### src/fifo_handoff_mutex_macros.svh
// ----------------------------------------------------------------------------
// fifo_handoff_mutex_macros.svh
// Assertion macros shared by the mutex RTL. With SYNTH defined they expand
// to nothing.
// ----------------------------------------------------------------------------
`ifndef FIFO_HANDOFF_MUTEX_MACROS_SVH
`define FIFO_HANDOFF_MUTEX_MACROS_SVH
`ifndef SYNTH
// Property that must hold at every rising clock edge outside reset.
`define FHM_ASSERT(lbl, clk, rst, prop, msg) \
   lbl: assert property (@(posedge clk) disable iff (rst) (prop)) else $error(msg);
// Condition that must never be seen outside reset.
`define FHM_NEVER(lbl, clk, rst, expr, msg) \
   lbl: assert property (@(posedge clk) disable iff (rst) !(expr)) else $error(msg);
`else
`define FHM_ASSERT(lbl, clk, rst, prop, msg)
`define FHM_NEVER(lbl, clk, rst, expr, msg)
`endif
`endif

### src/fhm_pkg.sv
// ----------------------------------------------------------------------------
// fhm_pkg
// Types and constants of the FIFO handoff mutex.
// ----------------------------------------------------------------------------
package fhm_pkg;

   // Default number of tasks and the fixed field widths.
   localparam int MAX_TASKS_DEF = 64;
   localparam int TASK_W        = 6;
   localparam int CMD_W         = 2;
   localparam int STATUS_W      = 4;
   localparam int TASK_IDS      = 2 ** TASK_W;

   typedef enum logic [CMD_W-1:0] {
      CMD_LOCK   = 2'd0,
      CMD_UNLOCK = 2'd1,
      CMD_CHECK  = 2'd2
   } cmd_type;

   typedef enum logic [STATUS_W-1:0] {
      STS_GRANTED   = 4'd0,
      STS_QUEUED    = 4'd1,
      STS_FREED     = 4'd2,
      STS_HANDOFF   = 4'd3,
      STS_HELD_OK   = 4'd4,
      STS_RECURSIVE = 4'd5,
      STS_NOT_OWNER = 4'd6,
      STS_BOOT_CONT = 4'd7,
      STS_BAD_CTX   = 4'd8
   } status_type;

   // Controller states, one-hot.
   typedef enum logic [2:0] {
      ST_CLEAR = 3'b001,
      ST_IDLE  = 3'b010,
      ST_EXEC  = 3'b100
   } state_type;

   // One request word as captured at accept.
   typedef struct packed {
      logic [CMD_W-1:0]  cmd;
      logic [TASK_W-1:0] task_id;
      logic              context_ok;
   } req_word_type;

   // Mutex state seen by the decision logic.
   typedef struct packed {
      logic              held;
      logic [TASK_W-1:0] owner;
      logic              q_empty;
      logic              q_full;
      logic              flag;
      logic [TASK_W-1:0] head_task;
   } mtx_state_type;

   // Outcome of one request: the result and the state updates.
   typedef struct packed {
      status_type        status;
      logic              wake_valid;
      logic [TASK_W-1:0] wake_task;
      logic              held_next;
      logic [TASK_W-1:0] owner_next;
      logic              flag_we;
      logic              flag_val;
      logic              push;
      logic              pop;
   } decision_type;

   // One response word.
   typedef struct packed {
      logic [STATUS_W-1:0] status;
      logic [TASK_W-1:0]   wake_task;
      logic                wake_valid;
      logic [TASK_W-1:0]   owner_now;
      logic                owned_now;
   } rsp_word_type;

endpackage

### src/fhm_channels.sv
// ----------------------------------------------------------------------------
// fhm_channels
// Valid/ready channels for mutex requests and responses.
// ----------------------------------------------------------------------------
interface fhm_req_if;
   logic                        valid;
   logic                        ready;
   logic [fhm_pkg::CMD_W-1:0]   cmd;
   logic [fhm_pkg::TASK_W-1:0]  task_id;
   logic                        context_ok;

   modport source (output valid, cmd, task_id, context_ok, input ready);
   modport sink   (input valid, cmd, task_id, context_ok, output ready);
endinterface

interface fhm_rsp_if;
   logic                         valid;
   logic                         ready;
   logic [fhm_pkg::STATUS_W-1:0] status;
   logic [fhm_pkg::TASK_W-1:0]   wake_task;
   logic                         wake_valid;
   logic [fhm_pkg::TASK_W-1:0]   owner_now;
   logic                         owned_now;

   modport source (output valid, status, wake_task, wake_valid, owner_now, owned_now,
                   input ready);
   modport sink   (input valid, status, wake_task, wake_valid, owner_now, owned_now,
                   output ready);
endinterface

### src/fhm_ram.sv
// ----------------------------------------------------------------------------
// fhm_ram
// Simple dual-port RAM: one write port, one read port with registered data.
// ----------------------------------------------------------------------------
module fhm_ram #(
   parameter int WIDTH = 1,
   parameter int DEPTH = 2
) (
   input  logic                             clock,
   input  logic                             we,
   input  logic [$clog2(DEPTH)-1:0]         waddr,
   input  logic [WIDTH-1:0]                 wdata,
   input  logic                             re,
   input  logic [$clog2(DEPTH)-1:0]         raddr,
   output logic [WIDTH-1:0]                 rdata
);

   logic [WIDTH-1:0] mem [DEPTH];
   logic [WIDTH-1:0] rdata_ff;

   // Write port.
   always_ff @(posedge clock) begin
      if (we) begin
         mem[waddr] <= wdata;
      end
   end

   // Read port; data holds until the next read.
   always_ff @(posedge clock) begin
      if (re) begin
         rdata_ff <= mem[raddr];
      end
   end

   assign rdata = rdata_ff;

endmodule

### src/fhm_decide.sv
// ----------------------------------------------------------------------------
// fhm_decide
// Decides the result of one request and the state updates it implies.
// ----------------------------------------------------------------------------
module fhm_decide #(
   parameter int MAX_TASKS = fhm_pkg::MAX_TASKS_DEF
) (
   input  fhm_pkg::req_word_type  word,
   input  fhm_pkg::mtx_state_type mtx,
   output fhm_pkg::decision_type  dec
);

   // Every id the field can carry is in range when there are enough tasks.
   localparam logic ALL_IN = (MAX_TASKS >= fhm_pkg::TASK_IDS);

   logic in_range;
   logic owns;
   logic is_owner;

   assign in_range = ALL_IN || (32'(word.task_id) < 32'(MAX_TASKS));
   assign owns     = mtx.held && (mtx.owner == word.task_id);
   assign is_owner = owns && mtx.flag;

   always_comb begin
      dec            = '0;
      dec.status     = fhm_pkg::STS_BAD_CTX;
      dec.held_next  = mtx.held;
      dec.owner_next = mtx.owner;

      if (!word.context_ok || !in_range) begin
         dec.status = fhm_pkg::STS_BAD_CTX;
      end else begin
         unique case (fhm_pkg::cmd_type'(word.cmd))
            fhm_pkg::CMD_LOCK: begin
               // A task that holds or waits already is refused first.
               priority if (owns || mtx.flag) begin
                  dec.status = fhm_pkg::STS_RECURSIVE;
               end else if (!mtx.held) begin
                  dec.status     = fhm_pkg::STS_GRANTED;
                  dec.held_next  = 1'b1;
                  dec.owner_next = word.task_id;
                  dec.flag_we    = 1'b1;
                  dec.flag_val   = 1'b1;
               end else if (word.task_id == '0) begin
                  dec.status = fhm_pkg::STS_BOOT_CONT;
               end else if (mtx.q_full) begin
                  dec.status = fhm_pkg::STS_RECURSIVE;
               end else begin
                  dec.status   = fhm_pkg::STS_QUEUED;
                  dec.push     = 1'b1;
                  dec.flag_we  = 1'b1;
                  dec.flag_val = 1'b1;
               end
            end
            fhm_pkg::CMD_UNLOCK: begin
               if (!is_owner) begin
                  dec.status = fhm_pkg::STS_NOT_OWNER;
               end else begin
                  dec.flag_we  = 1'b1;
                  dec.flag_val = 1'b0;
                  // Hand straight to the oldest waiter, or free the mutex.
                  if (!mtx.q_empty) begin
                     dec.status     = fhm_pkg::STS_HANDOFF;
                     dec.pop        = 1'b1;
                     dec.owner_next = mtx.head_task;
                     dec.wake_task  = mtx.head_task;
                     dec.wake_valid = 1'b1;
                  end else begin
                     dec.status     = fhm_pkg::STS_FREED;
                     dec.held_next  = 1'b0;
                     dec.owner_next = '0;
                  end
               end
            end
            fhm_pkg::CMD_CHECK: begin
               dec.status = is_owner ? fhm_pkg::STS_HELD_OK : fhm_pkg::STS_NOT_OWNER;
            end
            default: begin
               dec.status = fhm_pkg::STS_NOT_OWNER;
            end
         endcase
      end
   end

endmodule

### src/fifo_handoff_mutex.sv
// ----------------------------------------------------------------------------
// fifo_handoff_mutex
// Hardware mutex with a FIFO wait queue and direct handoff to the oldest
// waiter.
//
//   Channel  Dir  Words carried
//   req      in   cmd, task_id, context_ok
//   rsp      out  status, wake_task, wake_valid, owner_now, owned_now
//
// At accept a request reads the task flag memory and the queue head
// memory; in the EXEC state it is decided and, once it fires, written back.
// One request is in flight at a time: a new word is not accepted until
// the last one has fired, and a stalled response side holds the flow.
// After reset a clearing pass zeroes every entry of the flag memory;
// req.ready stays low meanwhile.
// A stalled response holds the finished request until the slot frees.
// ----------------------------------------------------------------------------
`include "fifo_handoff_mutex_macros.svh"

module fifo_handoff_mutex #(
   parameter int MAX_TASKS = fhm_pkg::MAX_TASKS_DEF
) (
   input  logic      clock,
   input  logic      reset,
   fhm_req_if.sink   req,
   fhm_rsp_if.source rsp
);

   localparam int IDX_W = $clog2(MAX_TASKS);
   localparam int CNT_W = $clog2(MAX_TASKS + 1);
   localparam logic [IDX_W-1:0] LAST_IDX = IDX_W'(MAX_TASKS - 1);
   localparam logic [CNT_W-1:0] FULL_CNT = CNT_W'(MAX_TASKS);

   fhm_pkg::state_type     state_ff, state_in;
   logic [IDX_W-1:0]       clr_ff, clr_in;
   logic                   held_ff;
   logic [fhm_pkg::TASK_W-1:0] owner_ff;
   logic [IDX_W-1:0]       head_ff;
   logic [IDX_W-1:0]       tail_ff;
   logic [CNT_W-1:0]       count_ff;
   fhm_pkg::req_word_type  word_ff;
   logic                   rsp_valid_ff;
   fhm_pkg::rsp_word_type  rsp_word_ff;

   fhm_pkg::req_word_type  req_word;
   fhm_pkg::mtx_state_type mtx;
   fhm_pkg::decision_type  dec;

   logic                   accept;
   logic                   fire;
   logic                   clearing;
   logic                   flag_we;
   logic [IDX_W-1:0]       flag_waddr;
   logic                   flag_wdata;
   logic                   flag_rdata;
   logic [fhm_pkg::TASK_W-1:0] queue_rdata;

   function automatic logic [IDX_W-1:0] ring_next(input logic [IDX_W-1:0] i);
      return (i == LAST_IDX) ? '0 : i + 1'b1;
   endfunction

   // Handshake.
   assign clearing  = (state_ff == fhm_pkg::ST_CLEAR);
   assign req.ready = (state_ff == fhm_pkg::ST_IDLE);
   assign accept    = req.valid && req.ready;
   assign fire      = (state_ff == fhm_pkg::ST_EXEC) && (!rsp_valid_ff || rsp.ready);

   assign req_word.cmd        = req.cmd;
   assign req_word.task_id    = req.task_id;
   assign req_word.context_ok = req.context_ok;

   // Controller.
   always_comb begin
      state_in = state_ff;
      clr_in   = clr_ff;
      unique case (state_ff)
         fhm_pkg::ST_CLEAR: begin
            clr_in = ring_next(clr_ff);
            if (clr_ff == LAST_IDX) begin
               state_in = fhm_pkg::ST_IDLE;
            end
         end
         fhm_pkg::ST_IDLE: begin
            if (accept) begin
               state_in = fhm_pkg::ST_EXEC;
            end
         end
         fhm_pkg::ST_EXEC: begin
            if (fire) begin
               state_in = fhm_pkg::ST_IDLE;
            end
         end
         default: begin
            state_in = fhm_pkg::ST_CLEAR;
         end
      endcase
   end

   always_ff @(posedge clock) begin
      if (reset) begin
         state_ff <= fhm_pkg::ST_CLEAR;
         clr_ff   <= '0;
      end else begin
         state_ff <= state_in;
         clr_ff   <= clr_in;
      end
   end

   // Task flag memory: cleared after reset, then read at accept and
   // written back when the request completes.
   assign flag_we    = clearing || (fire && dec.flag_we);
   assign flag_waddr = clearing ? clr_ff : IDX_W'(word_ff.task_id);
   assign flag_wdata = clearing ? 1'b0 : dec.flag_val;

   fhm_ram #(
      .WIDTH (1),
      .DEPTH (MAX_TASKS)
   ) u_flag_ram (
      .clock (clock),
      .we    (flag_we),
      .waddr (flag_waddr),
      .wdata (flag_wdata),
      .re    (accept),
      .raddr (IDX_W'(req.task_id)),
      .rdata (flag_rdata)
   );

   // Wait queue ring: push at the tail, head entry read at accept.
   fhm_ram #(
      .WIDTH (fhm_pkg::TASK_W),
      .DEPTH (MAX_TASKS)
   ) u_queue_ram (
      .clock (clock),
      .we    (fire && dec.push),
      .waddr (tail_ff),
      .wdata (word_ff.task_id),
      .re    (accept),
      .raddr (head_ff),
      .rdata (queue_rdata)
   );

   // Decision on the captured request.
   assign mtx.held      = held_ff;
   assign mtx.owner     = owner_ff;
   assign mtx.q_empty   = (count_ff == '0);
   assign mtx.q_full    = (count_ff >= FULL_CNT);
   assign mtx.flag      = flag_rdata;
   assign mtx.head_task = queue_rdata;

   fhm_decide #(
      .MAX_TASKS (MAX_TASKS)
   ) u_decide (
      .word (word_ff),
      .mtx  (mtx),
      .dec  (dec)
   );

   // Capture the request word.
   always_ff @(posedge clock) begin
      if (accept) begin
         word_ff <= req_word;
      end
   end

   // Mutex and queue registers.
   always_ff @(posedge clock) begin
      if (reset) begin
         held_ff  <= 1'b0;
         owner_ff <= '0;
         head_ff  <= '0;
         tail_ff  <= '0;
         count_ff <= '0;
      end else if (fire) begin
         held_ff  <= dec.held_next;
         owner_ff <= dec.owner_next;
         if (dec.push) begin
            tail_ff  <= ring_next(tail_ff);
            count_ff <= count_ff + 1'b1;
         end else if (dec.pop) begin
            head_ff  <= ring_next(head_ff);
            count_ff <= count_ff - 1'b1;
         end
      end
   end

   // Response register.
   always_ff @(posedge clock) begin
      if (reset) begin
         rsp_valid_ff <= 1'b0;
      end else if (fire) begin
         rsp_valid_ff <= 1'b1;
      end else if (rsp.ready) begin
         rsp_valid_ff <= 1'b0;
      end
   end

   always_ff @(posedge clock) begin
      if (fire) begin
         rsp_word_ff.status     <= dec.status;
         rsp_word_ff.wake_task  <= dec.wake_task;
         rsp_word_ff.wake_valid <= dec.wake_valid;
         rsp_word_ff.owner_now  <= dec.held_next ? dec.owner_next : '0;
         rsp_word_ff.owned_now  <= dec.held_next;
      end
   end

   assign rsp.valid      = rsp_valid_ff;
   assign rsp.status     = rsp_word_ff.status;
   assign rsp.wake_task  = rsp_word_ff.wake_task;
   assign rsp.wake_valid = rsp_word_ff.wake_valid;
   assign rsp.owner_now  = rsp_word_ff.owner_now;
   assign rsp.owned_now  = rsp_word_ff.owned_now;

   // Checks on queue bookkeeping and handoff responses.
   `FHM_NEVER(a_count_bound, clock, reset, count_ff > FULL_CNT, "queue count over depth")
   `FHM_ASSERT(a_free_empty, clock, reset, !held_ff |-> count_ff == '0, "waiters on free mutex")
   `FHM_ASSERT(a_empty_ptrs, clock, reset, count_ff == '0 |-> head_ff == tail_ff, "ring pointers")
   `FHM_ASSERT(a_handoff, clock, reset, (rsp.valid && rsp.wake_valid) |-> (rsp.owned_now && rsp.owner_now == rsp.wake_task), "handoff owner mismatch")

endmodule
### src/flat_wrapper.sv
// flat-port wrapper written by rule: the top's interface ports become plain ports
module fifo_handoff_mutex_flat 
#(
   parameter int MAX_TASKS = fhm_pkg::MAX_TASKS_DEF
)
  (clock, reset, req_valid, req_cmd, req_task_id, req_context_ok, req_ready, rsp_valid, rsp_status, rsp_wake_task, rsp_wake_valid, rsp_owner_now, rsp_owned_now, rsp_ready);
  fhm_req_if req_i ();
  fhm_rsp_if rsp_i ();
  input  logic clock;
  input  logic reset;
  input wire logic [$bits(req_i.valid)-1:0] req_valid;
  input wire logic [$bits(req_i.cmd)-1:0] req_cmd;
  input wire logic [$bits(req_i.task_id)-1:0] req_task_id;
  input wire logic [$bits(req_i.context_ok)-1:0] req_context_ok;
  output wire logic [$bits(req_i.ready)-1:0] req_ready;
  output wire logic [$bits(rsp_i.valid)-1:0] rsp_valid;
  output wire logic [$bits(rsp_i.status)-1:0] rsp_status;
  output wire logic [$bits(rsp_i.wake_task)-1:0] rsp_wake_task;
  output wire logic [$bits(rsp_i.wake_valid)-1:0] rsp_wake_valid;
  output wire logic [$bits(rsp_i.owner_now)-1:0] rsp_owner_now;
  output wire logic [$bits(rsp_i.owned_now)-1:0] rsp_owned_now;
  input wire logic [$bits(rsp_i.ready)-1:0] rsp_ready;
  assign req_i.valid = req_valid;
  assign req_i.cmd = req_cmd;
  assign req_i.task_id = req_task_id;
  assign req_i.context_ok = req_context_ok;
  assign req_ready = req_i.ready;
  assign rsp_valid = rsp_i.valid;
  assign rsp_status = rsp_i.status;
  assign rsp_wake_task = rsp_i.wake_task;
  assign rsp_wake_valid = rsp_i.wake_valid;
  assign rsp_owner_now = rsp_i.owner_now;
  assign rsp_owned_now = rsp_i.owned_now;
  assign rsp_i.ready = rsp_ready;
  fifo_handoff_mutex #(.MAX_TASKS(MAX_TASKS)) u_core (.clock(clock), .reset(reset), .req(req_i), .rsp(rsp_i));
endmodule
### config.mk
export PLATFORM = sky130hd
export DESIGN_NAME = fifo_handoff_mutex_flat
export DESIGN_NICKNAME = d
export VERILOG_FILES = /design/src/fhm_pkg.sv /design/src/fhm_channels.sv /design/src/fhm_ram.sv /design/src/fhm_decide.sv /design/src/fifo_handoff_mutex.sv /design/src/flat_wrapper.sv
export VERILOG_INCLUDE_DIRS = /design/src /design/src/src
export SDC_FILE = /design/constraint.sdc
export NUM_CORES = 1
export LEC_CHECK = 0
export ABC_CLOCK_PERIOD_IN_PS = 6400
export BUFFER_PORTS_ARGS = -buffer_cell sky130_fd_sc_hd__buf_2
export CAP_MARGIN = 20
export CORE_MARGIN = 2
export CORE_UTILIZATION = 35
export CTS_BUF_LIST = sky130_fd_sc_hd__clkbuf_8
export DETAILED_ROUTE_END_ITERATION = 8
export SYNTH_ARGS = -nofsm -noshare
export SYNTH_HDL_FRONTEND = slang
export SYNTH_SLANG_ARGS = --single-unit
### constraint.sdc
create_clock -name clock -period 6.4 [get_ports clock]
set_input_delay 0.64 -clock clock [delete_from_list [all_inputs] [get_ports clock]]
set_output_delay 0.64 -clock clock [all_outputs]
set_load 0.03 [all_outputs]
==> impl_metrics.ini <==
[run_status]
status = finished, final reports clean

[sta]
slew_headroom = 0.2773
fin_skew_ns = 0.01817
setup_viol = 0
period_needed_ns = 4.143
fin_crit_sh = 0.6473
fin_setup_tns_ns = 0
worst_pin_slew_ns = 1.084
rsz0062_at_grt = false
finalHoldViolCount = 0
max_clock_freq_mhz = 241.4
slew_viol_final = 0

[logic_synthesis]
synth_edf_count = 482
ys_seq_elements = 518
async_flop_share = 0
ys_seq_area_frac = 0.7105
synth_cell_type_count = 73
avgSynthCellArea_um2 = 16.67
synth_flop_cell = edfxtp_1
netlist.area_leader.share = 0.6768
netlist_instances = 1283
syn_area_um2 = 21390
synth.area.top_cells = edfxtp_1 68%, mux4_2 11%, dfxtp_1 3.4%
yosys_warnings = 0
syn-num-nets = 1305
synth_top_cell_by_area = edfxtp_1

[cells_and_area]
fin_cells = 2188
fin_util = 0.3959
nets = 1366
fill_cells = 5444
drive_above_1_share = 0.2043
area_growth_syn_to_layout_pct = 11.75

[grt]
grt_pass1_wl_um = 76380
grt_use_total = 0.1605
antenna_found_initial = 1
grt_max_degree = 72
grt_pass1_vias = 12063
grt_overflow = 0

[clock_tree]
cts-root-buf = clkbuf_8
cts_setup_buffers = 0
cts_resized = 0
clk_pin_slew_worst_paths_ns = 0.06
clock_sinks = 518
clock_path_buffers = 3
clock_latency_ns = 0.66
holdBufCountCts = 0
tritoncts = done
ctsHtreeMaxLevel = 3
cts-buffers-inserted = 84

[place]
numPortBuffers = 32
place_congestion = 0.8122
dp.cells = 2040
hpwl_um = 29680

[critical_path]
timing.rr.start = u_core.word_ff[1]
worstPathArrival_ns = 4.43
critical_path.startpoint_type = register
crit_fanout = 69
r2r_slack_ns = 2.26
worst_ep_required_time_ns = 6.68
endpoint_kind = register
worstReg2RegEnd = u_core.u_queue_ram.mem[61][4]
criticalPathCategory = reg -> reg
worstRegToRegCells = 7

[power_and_ir_drop]
p_leak_nw = 7.162
peakVddDrop_mv = 0.1191
power_density_nw_per_um2 = 269.8

[hold_path]
hold_start = req_cmd[0]
hp-class = in -> reg
min_path_cells = 1
holdPathEnd = u_core.word_ff[7]

[floorplanning]
die_area_um2 = 63090
rows = 90
ios = 33
core_area_um2 = 60360
start_util = 0.3543
die_w_um = 251.2
fp.dieH_um = 251.2

[detailed_routing]
avgRoutedWirePerCell_um = 23.09
drtIter0Drc = 1094
via_per_inst = 5.495
drcViolationCount = 0
antenna_left = 0
drt-total-wl_um = 50530
via_count = 12022
firstDrtPassIters = 5

[job]
max_cap_violations = 0
==> state kept, by name, indices dropped and copies added, names as in the netlist, 4 cells and up <==
signal,cells
u_core.tail_ff,6
u_core.rsp.owner_now,6
u_core.u_queue_ram.rdata,6
u_core.u_queue_ram.mem,384
u_core.word_ff,9
u_core.count_ff,7
u_core.clr_ff,6
u_core.head_ff,6
u_core.rsp.status,4
u_core.u_flag_ram.mem,64
u_core.rsp.wake_task,6
u_core.owner_ff,6
==> through the flow <==
step                setup WS [ns]  instance area [µm²]  total power [mW]  hold WS (ns)
global placement            2.488                22320             3.773        0.4520
detailed placement          2.336                22320             3.773        0.4648
finish                      2.257                23900             6.447        0.1583
global route                2.018                23900             6.653        0.1524
CTS                         2.310                23900             6.506        0.1177
floorplan                  0.2512                21390             3.754        0.4380
==> cell families (layout without fill, tap and decap cells) <==
| logic type | after synthesis | count (layout) | share of synthesized area |
|---|---|---|---|
| other | 0 | 1 | 0 |
| xor gates and xnor gates | 13 | 13 | 0.005324 |
| and+or+nand+nor | 356 | 356 | 0.08168 |
| adders and majority gates | 9 | 9 | 0.005617 |
| DFF | 518 | 518 | 0.7105 |
| buffers and inverters | 91 | 213 | 0.01978 |
| AOI/OAI and AO/OA | 159 | 159 | 0.05120 |
| muxes | 137 | 137 | 0.1259 |
==> Yosys cell counts, drive strengths merged, types with 21 or more instances <==
master  count
nand3      21
mux4      105
nand2      72
dfxtp      36
o21ai      28
buf        41
clkbuf     33
mux2i      26
a21oi      43
nor2      103
nor3       87
edfxtp    482
==> how the worst max path moves through the flow <==
stage / cells after the start / end / slack (ns) / start
after floorplan: 4 / u_core.u_flag_ram.mem[0] / 0.25 / u_core.word_ff[1]
after global placement: 7 / u_core.u_queue_ram.mem[22][0] / 2.49 / u_core.word_ff[4]
after detailed placement: 7 / u_core.u_queue_ram.mem[37][4] / 2.34 / u_core.word_ff[1]
after CTS: 7 / u_core.u_queue_ram.mem[61][4] / 2.31 / u_core.word_ff[1]
after global routing: 7 / u_core.u_queue_ram.mem[37][0] / 2.02 / u_core.word_ff[1]
final: 7 / u_core.u_queue_ram.mem[61][4] / 2.26 / u_core.word_ff[1]
==> per-layer routing <==
layer | GRT usage | vias to the layer above | wire [µm]
met3 | 0.02847 | 89 | 3497
met1 | 0.2253 | 6190 | 22380
met5 | 0 | - | 0
met4 | 0.05714 | 0 | 1201
li1 | - | 5259 | -
met2 | 0.2515 | 484 | 23440
==> critical path, stage by stage, from the launching register on <==
cell      delay [ns]
edfxtp_1        0.35
buf_4           0.63
nor2_1          0.21
a31oi_2         0.28
nand3_1         0.18
nor3_1          0.39
nand4b_1        0.83
nor2_1          0.75
==> area by class of cell <==
| class | instances | area, µm² | area share |
|---|---|---|---|
| clock buffer | 89 | 1225 | 0.05126 |
| tap | 782 | 978.4 | 0.04094 |
| clock inverter | 58 | 351.6 | 0.01471 |
| multi-input combinational | 674 | 5774 | 0.2416 |
| timing repair buffer | 49 | 300.3 | 0.01257 |
| sequential | 518 | 15200 | 0.6361 |
| inverter | 17 | 63.81 | 0.002670 |
| antenna | 1 | 2.502 | 0.0001047 |
==> where the power goes <==
group / internal [mW] / switching [mW] / leakage [nW] / total, mW
logic: 0.0159 / 0.0340 / 1.73 / 0.0499
registers: 3.65 / 0.00359 / 4.54 / 3.65
clock network: 1.44 / 1.30 / 0.888 / 2.74
total: 5.11 / 1.34 / 7.16 / 6.45
==> cells in the final DEF (no fill, tap or decap), types with 26 or more instances in the layout <==
cell / count
dfxtp_1: 34
nor3_1: 85
nor2_1: 103
mux2i_1: 26
a21oi_1: 41
nand2_1: 72
buf_2: 32
edfxtp_1: 482
mux4_2: 105
o21ai_0: 26
clkbuf_8: 89
inv_1: 39
(Power assumes the default switching activity.)
